File: src/design/slbd_pkg.sv
// shared types and constants of the scrolling level bar display
// holds the word structs, the mode and register codes and the reset values
// no dependencies
package slbd_pkg;

  // defaults for the top level parameters
  localparam int HISTORY_DEPTH_DEF    = 8;
  localparam int SAMPLES_PER_MEAN_DEF = 8;
  localparam int SAMPLE_BITS_DEF      = 12;

  // fixed field widths
  localparam int MODE_W    = 2;
  localparam int SAMPLE_W  = 12;
  localparam int FRAME_W   = 16;
  localparam int COL_W     = 3;
  localparam int LEVELS    = 8;
  localparam int STEP_W    = 9;
  localparam int PERIOD_W  = 16;
  localparam int CFG_IDX_W = 1;
  localparam int CFG_W     = 16;

  // register reset values
  localparam logic [STEP_W-1:0]   STEP_RESET   = 9'd70;
  localparam logic [PERIOD_W-1:0] PERIOD_RESET = 16'd25;

  // column bit of column zero within the high byte
  localparam logic [LEVELS-1:0] COL_BIT_FIRST = 8'h80;

  typedef enum logic [MODE_W-1:0] {
    MODE_SAMPLE  = 2'd0,
    MODE_TICK    = 2'd1,
    MODE_REFRESH = 2'd2
  } slbd_mode_e;

  typedef enum logic [CFG_IDX_W-1:0] {
    CFG_LEVEL_STEP    = 1'b0,
    CFG_COMMIT_PERIOD = 1'b1
  } slbd_cfg_e;

  typedef struct packed {
    logic [MODE_W-1:0]   mode;
    logic [SAMPLE_W-1:0] sample;
  } slbd_in_t;

  typedef struct packed {
    logic [FRAME_W-1:0] frame;
    logic [COL_W-1:0]   column;
  } slbd_out_t;

  // control shared by every history cell
  typedef struct packed {
    logic commit;
    logic shift;
  } slbd_cell_ctl_t;

endpackage

File: src/design/scrolling_level_bar_display_core.sv
// top level of the scrolling level bar display
// block averaging, commit timer, history chain, scan column and output staging
// depends on slbd_pkg, slbd_cell and slbd_level

// The block takes one input word per clock while input stall is low and answers a
// refresh word with one registered frame word; sample and tick words give no word back.
// An output register backed by a one-deep skid stage lets input words keep flowing
// while a frame waits downstream; input stall rises only once the skid stage holds a
// frame. The history is a row of cells that take a new block mean at the next free
// slot, or all move one place towards column zero once the row is full. Means are
// kept as undivided block sums and the level bounds are scaled to match, so no
// division appears; bound registers are reloaded when the level step is written.
module scrolling_level_bar_display_core #(
  parameter int HistoryDepth   = slbd_pkg::HISTORY_DEPTH_DEF,
  parameter int SamplesPerMean = slbd_pkg::SAMPLES_PER_MEAN_DEF,
  parameter int SampleBits     = slbd_pkg::SAMPLE_BITS_DEF
) (
  input  logic                           clk_i,
  input  logic                           rst_ni,
  // configuration writes
  input  logic                           cfg_we_i,
  input  logic [slbd_pkg::CFG_IDX_W-1:0] cfg_idx_i,
  input  logic [slbd_pkg::CFG_W-1:0]     cfg_data_i,
  // input words
  input  logic                           in_valid_i,
  output logic                           in_stall_o,
  input  slbd_pkg::slbd_in_t             in_word_i,
  // frame words
  output logic                           out_valid_o,
  input  logic                           out_stall_i,
  output slbd_pkg::slbd_out_t            out_word_o
);
  import slbd_pkg::*;

  // sample bits that survive both the port width and the sample mask
  localparam int IN_W   = (SampleBits < SAMPLE_W) ? SampleBits : SAMPLE_W;
  localparam int SUM_W  = IN_W + $clog2(SamplesPerMean);
  localparam int CNT_W  = (SamplesPerMean > 1) ? $clog2(SamplesPerMean) : 1;
  localparam int FILL_W = $clog2(HistoryDepth + 1);
  localparam int IDX_W  = $clog2(HistoryDepth);
  // wide enough to hold the history depth itself for the column range check
  localparam int EXT_W  = (FILL_W > COL_W) ? FILL_W : COL_W;

  // handshake
  logic in_acc;

  // averaging
  logic [SUM_W-1:0] sum_q, sum_d;
  logic [CNT_W-1:0] cnt_q, cnt_d;
  logic [SUM_W-1:0] mean_q, mean_d;
  logic             ready_q, ready_d;
  logic [SUM_W-1:0] sum_add;

  // commit timer
  logic [PERIOD_W-1:0] period_q;
  logic [PERIOD_W-1:0] tick_q, tick_d;
  logic [PERIOD_W-1:0] tick_inc;
  logic                due_q, due_d;

  // history
  logic [FILL_W-1:0]  fill_q, fill_d;
  logic               full;
  logic               commit;
  slbd_cell_ctl_t     cell_ctl;
  logic [SUM_W-1:0]   hist [HistoryDepth];

  // scan
  logic [COL_W-1:0]   col_q, col_d;
  logic [EXT_W-1:0]   col_ext;
  logic               col_shown;
  logic [SUM_W-1:0]   col_value;
  logic [LEVELS-1:0]  level;
  logic               res_valid;
  slbd_out_t          res;

  // output staging
  logic               out_valid_q, skid_valid_q;
  slbd_out_t          out_q, skid_q;
  logic               out_free;

  assign in_stall_o = skid_valid_q;
  assign in_acc     = in_valid_i && !skid_valid_q;

  assign sum_add  = sum_q + SUM_W'(in_word_i.sample[IN_W-1:0]);
  assign tick_inc = tick_q + 1'b1;

  // per item state update
  always_comb begin
    sum_d     = sum_q;
    cnt_d     = cnt_q;
    mean_d    = mean_q;
    ready_d   = ready_q;
    tick_d    = tick_q;
    due_d     = due_q;
    col_d     = col_q;
    res_valid = 1'b0;
    if (in_acc) begin
      case (slbd_mode_e'(in_word_i.mode))
        MODE_SAMPLE: begin
          if (cnt_q == CNT_W'(SamplesPerMean - 1)) begin
            // block complete: keep the whole sum as the mean
            mean_d  = sum_add;
            ready_d = 1'b1;
            sum_d   = '0;
            cnt_d   = '0;
          end else begin
            sum_d = sum_add;
            cnt_d = cnt_q + 1'b1;
          end
        end
        MODE_TICK: begin
          if (tick_inc == period_q) begin
            tick_d = '0;
            due_d  = 1'b1;
          end else begin
            tick_d = tick_inc;
          end
        end
        MODE_REFRESH: begin
          col_d     = col_q + 1'b1;
          res_valid = 1'b1;
        end
        default: begin
          // unused mode, nothing changes
        end
      endcase
    end
  end

  // a ready mean meets a raised flag: both drop and the mean enters the history
  assign commit = in_acc && ready_d && due_d;
  assign full   = (fill_q == FILL_W'(HistoryDepth));

  always_comb begin
    fill_d = fill_q;
    if (commit && !full) begin
      fill_d = fill_q + 1'b1;
    end
  end

  assign cell_ctl.commit = commit;
  assign cell_ctl.shift  = full;

  // row of history cells, column zero first; the last cell takes the new mean on a shift
  for (genvar i = 0; i < HistoryDepth; i++) begin : g_cell
    logic [SUM_W-1:0] nbr;
    if (i == HistoryDepth - 1) begin : g_last
      assign nbr = mean_d;
    end else begin : g_inner
      assign nbr = hist[i + 1];
    end

    slbd_cell #(
      .ValueW (SUM_W)
    ) u_cell (
      .clk_i   (clk_i),
      .rst_ni  (rst_ni),
      .ctl_i   (cell_ctl),
      .load_i  (fill_q == FILL_W'(i)),
      .new_i   (mean_d),
      .nbr_i   (nbr),
      .value_o (hist[i])
    );
  end

  // column read sees the history as it stood before this word's commit
  assign col_ext   = EXT_W'(col_d);
  assign col_shown = (col_ext < EXT_W'(HistoryDepth));
  assign col_value = col_shown ? hist[col_ext[IDX_W-1:0]] : '0;

  slbd_level #(
    .SamplesPerMean (SamplesPerMean),
    .ValueW         (SUM_W)
  ) u_level (
    .clk_i     (clk_i),
    .rst_ni    (rst_ni),
    .step_we_i (cfg_we_i && (slbd_cfg_e'(cfg_idx_i) == CFG_LEVEL_STEP)),
    .step_i    (cfg_data_i[STEP_W-1:0]),
    .value_i   (col_value),
    .level_o   (level)
  );

  assign res.frame  = {COL_BIT_FIRST >> col_d, level};
  assign res.column = col_d;

  // output register is free when empty or being taken this cycle
  assign out_free = !out_valid_q || !out_stall_i;

  always_ff @(posedge clk_i or negedge rst_ni) begin
    if (!rst_ni) begin
      sum_q        <= '0;
      cnt_q        <= '0;
      mean_q       <= '0;
      ready_q      <= 1'b0;
      tick_q       <= '0;
      due_q        <= 1'b0;
      fill_q       <= '0;
      col_q        <= '0;
      period_q     <= PERIOD_RESET;
      out_valid_q  <= 1'b0;
      skid_valid_q <= 1'b0;
    end else begin
      sum_q   <= sum_d;
      cnt_q   <= cnt_d;
      mean_q  <= mean_d;
      ready_q <= ready_d && !commit;
      tick_q  <= tick_d;
      due_q   <= due_d && !commit;
      fill_q  <= fill_d;
      col_q   <= col_d;
      if (cfg_we_i && (slbd_cfg_e'(cfg_idx_i) == CFG_COMMIT_PERIOD)) begin
        period_q <= cfg_data_i[PERIOD_W-1:0];
      end
      if (out_free) begin
        if (skid_valid_q) begin
          out_valid_q  <= 1'b1;
          skid_valid_q <= 1'b0;
        end else begin
          out_valid_q <= res_valid;
        end
      end else if (res_valid) begin
        skid_valid_q <= 1'b1;
      end
    end
  end

  // frame payloads, no reset needed
  always_ff @(posedge clk_i) begin
    if (out_free) begin
      if (skid_valid_q) begin
        out_q <= skid_q;
      end else if (res_valid) begin
        out_q <= res;
      end
    end else if (res_valid) begin
      skid_q <= res;
    end
  end

  assign out_valid_o = out_valid_q;
  assign out_word_o  = out_q;

endmodule

File: src/design/slbd_cell.sv
// one history cell of the scrolling level bar display
// holds one block sum, loads a new one or takes its right neighbour's on a commit
// depends on slbd_pkg
module slbd_cell #(
  parameter int ValueW = 15
) (
  input  logic                    clk_i,
  input  logic                    rst_ni,
  input  slbd_pkg::slbd_cell_ctl_t ctl_i,
  input  logic                    load_i,
  input  logic [ValueW-1:0]       new_i,
  input  logic [ValueW-1:0]       nbr_i,
  output logic [ValueW-1:0]       value_o
);
  import slbd_pkg::*;

  logic [ValueW-1:0] value_q, value_d;

  always_comb begin
    value_d = value_q;
    if (ctl_i.commit) begin
      if (ctl_i.shift) begin
        value_d = nbr_i;
      end else if (load_i) begin
        value_d = new_i;
      end
    end
  end

  always_ff @(posedge clk_i or negedge rst_ni) begin
    if (!rst_ni) begin
      value_q <= '0;
    end else begin
      value_q <= value_d;
    end
  end

  assign value_o = value_q;

endmodule

File: src/design/slbd_level.sv
// level decoder of the scrolling level bar display
// keeps the level bounds scaled to block sums and turns a sum into a one-hot level
// depends on slbd_pkg
module slbd_level #(
  parameter int SamplesPerMean = 8,
  parameter int ValueW         = 15
) (
  input  logic                          clk_i,
  input  logic                          rst_ni,
  input  logic                          step_we_i,
  input  logic [slbd_pkg::STEP_W-1:0]   step_i,
  input  logic [ValueW-1:0]             value_i,
  output logic [slbd_pkg::LEVELS-1:0]   level_o
);
  import slbd_pkg::*;

  // 8 * 511 * n + n stays below n * 4096
  localparam int BOUND_W = 13 + $clog2(SamplesPerMean);

  logic [BOUND_W-1:0] value_ext;
  logic [BOUND_W-1:0] step_ext;

  assign value_ext = BOUND_W'(value_i);
  assign step_ext  = BOUND_W'(step_i);

  // mean > k*step  <=>  sum >= n*k*step + n
  // mean < (k+1)*step  <=>  sum < n*(k+1)*step
  for (genvar k = 0; k < LEVELS; k++) begin : g_lvl
    logic [BOUND_W-1:0] lo_q;

    always_ff @(posedge clk_i or negedge rst_ni) begin
      if (!rst_ni) begin
        lo_q <= BOUND_W'(SamplesPerMean * k * int'(STEP_RESET) + SamplesPerMean);
      end else if (step_we_i) begin
        lo_q <= step_ext * BOUND_W'(SamplesPerMean * k) + BOUND_W'(SamplesPerMean);
      end
    end

    if (k == LEVELS - 1) begin : g_top
      // top level is open above
      assign level_o[k] = (value_ext >= lo_q);
    end else begin : g_mid
      logic [BOUND_W-1:0] hi_q;

      always_ff @(posedge clk_i or negedge rst_ni) begin
        if (!rst_ni) begin
          hi_q <= BOUND_W'(SamplesPerMean * (k + 1) * int'(STEP_RESET));
        end else if (step_we_i) begin
          hi_q <= step_ext * BOUND_W'(SamplesPerMean * (k + 1));
        end
      end

      assign level_o[k] = (value_ext >= lo_q) && (value_ext < hi_q);
    end
  end

endmodule
File: config.mk
export PLATFORM = sky130hd
export DESIGN_NAME = scrolling_level_bar_display_core
export DESIGN_NICKNAME = d
export VERILOG_FILES = /design/src/design/slbd_pkg.sv /design/src/design/scrolling_level_bar_display_core.sv /design/src/design/slbd_cell.sv /design/src/design/slbd_level.sv
export SDC_FILE = /design/constraint.sdc
export NUM_CORES = 1
export LEC_CHECK = 0
export BUFFER_PORTS_ARGS = -buffer_cell sky130_fd_sc_hd__buf_4
export CORE_AREA = 2 2 181 218
export DETAILED_ROUTE_END_ITERATION = 12
export DIE_AREA = 0 0 183 220
export PLACE_DENSITY = 0.71
export SETUP_SLACK_MARGIN = 0.3
export SYNTH_ARGS = -nofsm -noshare
export SYNTH_HDL_FRONTEND = slang
export SYNTH_SLANG_ARGS = --single-unit
export TNS_END_PERCENT = 20
File: constraint.sdc
create_clock -name clk_i -period 4.25 [get_ports clk_i]
set_input_delay 0.85 -clock clk_i [delete_from_list [all_inputs] [get_ports clk_i]]
set_output_delay 0.85 -clock clk_i [all_outputs]
set_load 0.03 [all_outputs]
# Yosys cells after proc, flatten, opt, wreduce, memory -nomap -nowiden
# Cells that the tools add are included.
# totals
regBits	406
word_cells	170
# classes
n_addsub	12
mul	4
magnitude_cmp	17
n_eq_ne	12
n_shift	1
muxes	41
bitwise	3
reduce_logical	45
# ops
operator	n
two-way mux 15 bit	23
>= comparator 15 x 16 -> 1 bit	7
adder 16 x 4 -> 16 bit, second input constant	4
less-than comparator 15 x 16 -> 1 bit	4
binary-select mux 15 bit (select 3 bit)	1
two-way mux 19 bit	2
multiplier 9 x 3 -> 12 bit, second input constant	2
AND reduction 2 bit	12
multiplier 9 x 2 -> 11 bit, second input constant	2
nonzero test 2 bit	10
adder 16 x 1 -> 16 bit, second input constant	1
equality test 16 bit	1
equality test 4 x 3 -> 1 bit, second input constant	4
two-way mux 16 bit	1
adder 14 x 4 -> 15 bit, second input constant	1
adder 15 x 12 -> 15 bit	1
>= comparator 15 x 4 -> 1 bit, second input constant	1
logical AND 1 bit	15
less-than comparator 15 x 12 -> 1 bit	1
less-than comparator 15 x 13 -> 1 bit	1
less-than comparator 15 x 14 -> 1 bit	1
adder 13 x 4 -> 14 bit, second input constant	1
adder 12 x 4 -> 13 bit, second input constant	1
two-way mux 1 bit	11
18 further kinds	27

# Longest topological paths before layout
# Gate-level depths: netlist of run 1.
# depth
word_depth	12
ltp_mapped	19
mapped_depth_nobuf	17

# Modules after synthesis
# From an unflattened synthesis of run 1, not the netlist that was laid out.
# hier_totals
hier_cells	2183
area_unflattened_um2	20359.5
# modules_own_cells
module	n_inst	cells_each	area_per_inst_um2	seq_area_each_um2
slbd_level	1	848	7537.2	2069.5
scrolling_level_bar_display_core	1	751	6916.6	3046.7
slbd_cell	8	73	738.2	375.4

# Least setup slack after synthesis of run 1
# OpenSTA, ideal clock, no wires.
# synth_path
kind	input to register
startpoint	input in_word_i[12] (netlist name)
endpoint	register out_q, in the netlist out_word_o[9] (data pin)
setup_ns	0.260
arrival_time_ns	4.785
required_time_ns	3.990
path_slack_ns	-0.795
stages	18
cell_sequence	nand4bb_1 buf_2 o21ai_1 and2_1 clkbuf_2 clkbuf_1 buf_1 o21ai_0 o21ai_0 ha_1 a21o_1 a21o_1 a221oi_1 o21ai_0 a21oi_1 o21ai_0 and3_1 mux2_2
# synth_between
elab_chain_cells	12
elab_cells_between_ends	14
# synth_rtl
item	line_no	text
from (decl)	scrolling_level_bar_display_core.sv:27	input slbd_pkg::slbd_in_t in_word_i,
equality test 2 bit *	scrolling_level_bar_display_core.sv:98	case (slbd_mode_e'(in_word_i.mode))
two-way mux 3 bit *	scrolling_level_bar_display_core.sv:98	
two-way mux 3 bit *	scrolling_level_bar_display_core.sv:97	if (in_acc) begin
NOT 3 -> 4 bit (not written as such)	scrolling_level_bar_display_core.sv:169	assign col_value = col_shown ? hist[col_ext[IDX_W-1:0]] : '0;
binary-select mux 15 bit (select 3 bit)	scrolling_level_bar_display_core.sv:169	
two-way mux 15 bit (not written as such) (2 in a row)	scrolling_level_bar_display_core.sv:169	
two-way mux 15 bit *	scrolling_level_bar_display_core.sv:169	
>= comparator 15 x 16 -> 1 bit or less-than comparator 15 x 16 -> 1 bit (tied branches)	slbd_level.sv:53	assign level_o[k] = (value_ext >= lo_q) && (value_ext < hi_q);
logical AND 1 bit *	slbd_level.sv:53	
via level[6]	scrolling_level_bar_display_core.sv:72	logic [LEVELS-1:0] level;
two-way mux 19 bit *	scrolling_level_bar_display_core.sv:232	end else if (res_valid) begin
two-way mux 19 bit *	scrolling_level_bar_display_core.sv:230	if (skid_valid_q) begin
to (signal assigned)	scrolling_level_bar_display_core.sv:231	out_q <= skid_q;
to (signal assigned)	scrolling_level_bar_display_core.sv:233	out_q <= res;
to (decl)	scrolling_level_bar_display_core.sv:78	slbd_out_t out_q, skid_q;
# Mark *: on every way through the listed nets, which the timed path passes. The rest lies on a longest branch. The select of a mux whose other input is x is not followed.
# A chain may end at the register's enable or synchronous reset.

# Final worst setup path of run 1
# layout_path
startpoint	input in_word_i[12] (netlist name)
endpoint	register out_q, in the netlist out_word_o[8] (data pin)
# The elaborated chain is that of the path after synthesis.

==> flow_summary.yaml, run 1 <==
worst_setup_path:
  critPathMaxStageDelay_ps: 380
  path_cells: "buf_6, buf_6, nor4bb_4, buf_6, mux2i_4, buf_12, o22ai_4, a311o_1, o21ai_4, buf_12, ha_4, a21o_1, a21o_1, a221oi_2, o21ai_1, buf_4, a311oi_4, buf_4, mux2_2"
  worstSetupPathType: "input pin to register"
  r2r-end: "out_word_o[8]"
  r2r_slack_ps: 290
  worstPathArrival_ps: 4420
  worst_path_max_delay_cell: "a311o_1"
  critPathLaunchType: "input pin"
  r2r_cells: 17
  cp_max_fo: 6
  crit_required_ps: 4650
  crit_start: "in_word_i[12]"
  worstReg2RegStart: "in_stall_o"
  end_kind: "register"
  crit_path_frequent_cell: "buf_6"
floorplan:
  die_area_um2: 40260
  die_x_um: 183
  dieHeight_um: 220
  core-area_um2: 38350
  start_util_pct: 52.02
  io-pin-count: 57
  rows: 79
finish:
  final_nets: 2493
  diodes: 0
  fin_util_pct: 61.62
  final_common_cell: "dfrtp_1"
  area_delta_synth_final_pct: 18.46
  layout-drive-gt1-share_pct: 19.42
  mostFrequentLayoutCells: "240 x dfrtp_1, 224 x inv_1, 215 x o21ai_0, 212 x nand2_1, 188 x buf_4"
  n_fill_cell: 3199
logic_synthesis:
  synth_adder_area_share_pct: 11.30
  muxShareOfSynthArea_pct: 8.630
  async_reset_ff_share_pct: 87.94
  synthSimpleGateAreaFrac_pct: 12.89
  netlist_area_um2: 19950
  ys.flop_type: "dfrtp_1"
  synth-compound-area-share_pct: 17.04
  synth.area.top_cells: "dfrtp_1 30%, ha_1 10%, edfxtp_1 5.7%, o21ai_0 5.7%, mux2i_1 5.5%"
  synth-edff-count: 38
  synth_top_area_share_pct: 30.10
  syn_inst: 2120
  yosys_warnings: 0
  synth_xor_area_share_pct: 3.205
  synth.distinct_cells: 82
  synth_area_leader_cell: "dfrtp_1"
  synth_top_family_by_area: "compound AO/OA/AOI/OAI gates"
  syn-mean-instance-area_um2: 9.411
  ys_seq_area_share_pct: 40.70
  syn_nets: 2329
  ys_seq_elements: 315
timing:
  finalSetupViolCount: 0
  fmax_mhz: 248.4
  fin_crit_ps: 4026
  timing.final.crit_share_pct: 94.74
  skew_ps: 15.24
  setup_slack_ps: 223.5
  worst_pin_slew_ps: 825.8
  finalHoldViolCount: 0
  rsz0062_at_grt: "true"
  drv_slew: 0
  slew_headroom_pct: 44.81
run_status:
  status: "completed"
global_route:
  grt-ovfl-total: 0
  first_global_vias: 16360
  grt_max_degree: 94
  grt_first_pass_wirelength_um: 87510
  antenna_found_initial: 0
  track_usage_pct: 27.36
routing:
  drc: 0
  first_pass_iters: 6
  drt_wl_total_um: 54890
  detail-route-antenna-nets: 0
  drtIter0Drc: 1324
  via_per_inst: 5.928
  wire_per_inst_um: 19.62
  num_vias: 16590
placement:
  dp.final_hpwl_um: 39960
  place_congestion: 0.9275
  port_buffers: 56
  pre_cts_ws_ps: -461.1
clock_tree:
  cts_root_buffer: "clkbuf_16"
  clock_sinks: 315
  cts_tree: "yes"
  clock_latency_ps: 540
  cts_hold_buf: 0
  cts_max_path_buffers: 3
  cts_inserted_buffers: 36
  htree_levels: 2
  clkTransAtPathRegs_ps: 60
worst_hold_path:
  hold_path_class: "input pin to async pin"
pwr:
  leakagePower_nw: 11.42
  irDropWorstVdd_mv: 0.3390
  power_density_nw_per_um2: 614.7
run:
  maxCapViolCount: 0
==> worst max-delay path: cells and delay by family <==
family | cells | cell delay [ps]
AO/OA/AOI/OAI | 8 | 1530
buffers and inverters | 7 | 1050
multiplexers | 2 | 490
AND/OR/NAND/NOR | 1 | 270
adder cells (fa/ha/maj) | 1 | 200
==> synthesized netlist by cell type (all sizes together) (10+ instances only) <==
cell type / count
dfrtp: 240
o21ai: 234
inv: 228
nand2: 212
ha: 161
mux2i: 109
a21oi: 83
nor2: 83
clkbuf: 62
mux2: 56
nand3: 56
a21o: 42
edfxtp: 38
xor2: 38
dfstp: 37
xnor2: 35
nor3: 33
buf: 28
nand4: 24
o31ai: 24
o211ai: 22
o22ai: 20
nor2b: 18
nand2b: 17
a31oi: 15
and2: 13
a211oi: 12
fa: 12
o21a: 12
or2: 12
and3: 11
nor4: 11
a22o: 10
or3: 10
==> power by group <==
part           internal [W]  switching, W  leakage, nW
clock               0.00198       0.00129        0.603
combinational       0.00340       0.00405         7.37
sequential          0.00356      0.000249         3.45
==> cell type report <==
class / instances / area, um^2 / share of cell area (%)
multi-input combinational: 1486 / 10980 / 46.46
sequential: 315 / 8119 / 34.36
timing repair buffer: 216 / 1826 / 7.724
clock buffer: 49 / 1011 / 4.278
inverter: 229 / 864.6 / 3.658
tap: 486 / 608.1 / 2.573
clock inverter: 17 / 225.2 / 0.9530
==> how the worst max path moves through the flow <==
stage                                 to  slack [ps]  depth (start not counted)
after floorplan            out_word_o[9]          80                         17
after global placement     out_word_o[8]        -380                         16
after detailed placement   out_word_o[8]        -460                         15
after CTS                 out_word_o[10]         280                         17
after global routing       out_word_o[8]         100                         16
final                      out_word_o[8]         220                         19
==> layer usage <==
layer / part of all wire (%) / routed length [um] / global-route usage (%) / vias to the layer above
met1: 42 / 23030 / 34.54 / 8139
li1: - / - / - / 7836
met2: 50 / 27340 / 48.06 / 465
met4: 4.1 / 2228 / 10.69 / 0
met3: 4.2 / 2284 / 3.123 / 147
met5: 0 / 0 / 0 / -
==> per-stage QoR <==
step,hold slack [ps],TNS (ps),area (um^2),cells,total power (W)
floorplan,443.2,0,20090,2120,0.007989
global placement,464.3,-3950,21850,2709,0.01030
detailed placement,470.4,-4396,21850,2709,0.01051
CTS,359.0,0,23260,2783,0.01403
global route,379.0,0,23630,2798,0.01547
finish,315.6,0,23630,2798,0.01453
==> cells by family (layout without fill, tap and decap cells) <==
group	after synthesis	count (layout)
and+or+nand+nor	531	531
muxes	165	165
xor gates and xnor gates	73	73
AOI/OAI and AO/OA	544	544
adders and majority gates	173	173
buffers and inverters	319	511
DFF	315	315
==> registers in the layout, summed over array words and instances (netlist names), 4 cells and up <==
| signal | count |
|---|---|
| fill_q | 4 |
| g_cell.u_cell.value_o | 120 |
| mean_q | 15 |
| out_word_o | 19 |
| period_q | 16 |
| skid_q | 19 |
| sum_q | 15 |
| tick_q | 16 |
| u_level.g_lvl.g_mid.hi_q | 23 |
| u_level.g_lvl.lo_q | 58 |
==> repair_timing <==
action / 4_1_cts / 5_1_grt
resized for setup: 26 / 51
pin swaps: 11 / 25
setup buffers: 8 / 15
setup endpoints to repair: 13 / 69
Power figures use the tool's default switching activity.
==> run 2, diff against run 1 <==
--- a/config.mk
+++ b/config.mk
@@ -9,7 +9,7 @@
 export CORE_AREA = 2 2 181 218
 export DETAILED_ROUTE_END_ITERATION = 12
 export DIE_AREA = 0 0 183 220
-export PLACE_DENSITY = 0.71
+export PLACE_DENSITY = 0.69
 export SETUP_SLACK_MARGIN = 0.3
 export SYNTH_ARGS = -nofsm -noshare
 export SYNTH_HDL_FRONTEND = slang
==> constraint.sdc (replaced) <==
create_clock -name clk_i -period 4 [get_ports clk_i]
set_input_delay 0.8 -clock clk_i [delete_from_list [all_inputs] [get_ports clk_i]]
set_output_delay 0.8 -clock clk_i [all_outputs]
set_load 0.03 [all_outputs]
==> flow_summary.yaml, run 2 (same netlist as run 1, synthesis figures left out) <==
worst_setup_path:
  critPathMaxStageDelay_ps: 490
  cp_max_fo: 3
  worst_path_max_delay_cell: "or4_4"
  end_kind: "register"
  worstSetupPathType: "input pin to register"
  worstPathArrival_ps: 4230
  crit_path_frequent_cell: "buf_4"
  critPathLaunchType: "input pin"
  crit_required_ps: 4340
  path_cells: "buf_6, buf_4, nand4bb_4, or3_4, and2_4, buf_4, or4_4, and2_4, ha_4, o31ai_4, nor4b_4, buf_4, o2111ai_2, a211oi_2, o31ai_2, a221oi_1"
  critPathBufInv: 4
  crit_family: "simple AND/OR/NAND/NOR gates"
timing:
  drv_slew: 0
  fin_crit_ps: 3894
  skew_ps: 18.83
  worst_pin_slew_ps: 1278
  slew_headroom_pct: 14.07
  hold_ws_ps: 312.3
  finalHoldViolCount: 0
  finalSetupViolCount: 0
  rsz0062_at_grt: "true"
  fmax_mhz: 256.8
  setup_slack_ps: 106.2
  timing.final.crit_share_pct: 97.34
pwr:
  irDropWorstVdd_mv: 0.3102
  p_int_w: 0.009647
  pwr-share-seq_pct: 25.6
  p_sw_w: 0.006122
  leakagePower_nw: 11.55
  power_density_nw_per_um2: 655.1
  pwr-share-clk_pct: 20.6
  power_frac_comb_pct: 53.8
  p_sw_share_pct: 38.82
finish:
  final_common_cell: "dfrtp_1"
  mostFrequentLayoutCells: "239 x dfrtp_1, 223 x inv_1, 210 x nand2_1, 208 x o21ai_0, 205 x buf_4"
  final_nets: 2516
  diodes: 0
  layout-drive-gt1-share_pct: 21.79
  area_delta_synth_final_pct: 20.66
  n_fill_cell: 3163
  largest_reg_flops: 120
  multi_input_area_um2: 11310
  regArea_um2: 8120
clock_tree:
  cts_root_buffer: "clkbuf_16"
  clock_latency_ps: 540
  cts_tree: "yes"
  clkTransAtPathRegs_ps: 60
  cts_hold_buf: 0
  htree_levels: 2
  cts_max_path_buffers: 3
  cts_inserted_buffers: 35
  clock_sinks: 315
global_route:
  antenna_found_initial: 0
  grt_first_pass_wirelength_um: 87510
  track_usage_pct: 27.30
  grt_max_degree: 104
  grt-ovfl-total: 0
  first_global_vias: 16550
routing:
  first_pass_iters: 5
  drtIter0Drc: 1198
  num_vias: 16750
  wire_per_inst_um: 19.47
  detail-route-antenna-nets: 0
  drt_wl_total_um: 54860
  via_per_inst: 5.946
  drc: 0
floorplan:
  start_util_pct: 52.02
  io-pin-count: 57
  core-area_um2: 38350
  die_area_um2: 40260
  rows: 79
  die_x_um: 183
  dieHeight_um: 220
placement:
  dp.final_hpwl_um: 39900
  pre_cts_ws_ps: -592.8
  port_buffers: 56
  place_congestion: 0.8862
run:
  maxCapViolCount: 0
run_status:
  status: "completed"
worst_hold_path:
  hold_path_class: "input pin to async pin"
## run 2: cell count changes in the layout (fill, tap and decap cells not counted), sizes merged
| cell | change |
|---|---|
| buf | +24 |
| clkbuf | -3 |
| bufinv | -1 |
| clkinv | -1 |
| clkinvlp | +1 |
| inv | -1 |
## run 2: final timing paths
| path | from | end | slack (ps) | cells past startpoint |
|---|---|---|---|---|
| max | in_word_i[12] | out_word_o[4] | 110 | 16 |
| min | rst_ni | sum_q[5] | 310 | 1 |
| max reg2reg | in_stall_o | out_word_o[4] | 110 | 14 |
| min reg2reg | u_level.g_lvl[7].lo_q[10] | u_level.g_lvl[7].lo_q[10] | 480 | 2 |
| max in group asynchronous | rst_ni | u_level.g_lvl[4].lo_q[11] | 2670 | 2 |
| min in group clk_i | u_level.g_lvl[7].lo_q[10] | u_level.g_lvl[7].lo_q[10] | 480 | 2 |
## run 2: layout make-up
| cell class | count | share of cell area [%] |
|---|---|---|
| tap | 486 | 2.526 |
| clock inverter | 15 | 0.7641 |
| timing repair buffer | 240 | 8.514 |
| sequential | 315 | 33.73 |
| multi-input combinational | 1486 | 46.97 |
| clock buffer | 46 | 3.893 |
| inverter | 229 | 3.597 |
## run 2: stage by stage
stage | area (um^2) | util, % | total power (W) | setup TNS [ps] | cells
global placement | 22000 | 57.36 | 0.01104 | -5977 | 2728
floorplan | 20090 | - | 0.008488 | -740.7 | 2120
global route | 24070 | 62.77 | 0.01678 | -88.87 | 2817
detailed placement | 22000 | 57.36 | 0.01128 | -7083 | 2728
CTS | 23660 | 61.70 | 0.01521 | 0 | 2806
finish | 24070 | 62.77 | 0.01577 | 0 | 2817
## run 2: routing by layer
metal	wire, um	up-vias	GRT usage, %
li1	-	7866	-
met1	22950	8277	34.14
met2	27330	475	48.04
met3	2081	133	2.892
met4	2487	0	11.71
met5	0	-	0
## run 2: timing repair
| action | CTS | global route |
|---|---|---|
| hold endpoints to repair | 0 | 0 |
| gates resized for setup | 78 | 66 |
| buffers inserted | 17 | 11 |
| pin swaps | 41 | 31 |
| setup endpoints to repair | 28 | 94 |
## run 2: power by group through the flow
| stage | sequential [W] | clock [W] | combinational, W |
|---|---|---|---|
| floorplan | 0.00403 | 0 | 0.00445 |
| global placement | 0.00406 | 0 | 0.00698 |
| detailed placement | 0.00408 | 0 | 0.00720 |
| CTS | 0.00403 | 0.00328 | 0.00789 |
| global route | 0.00409 | 0.00341 | 0.00929 |
| finish | 0.00404 | 0.00324 | 0.00849 |
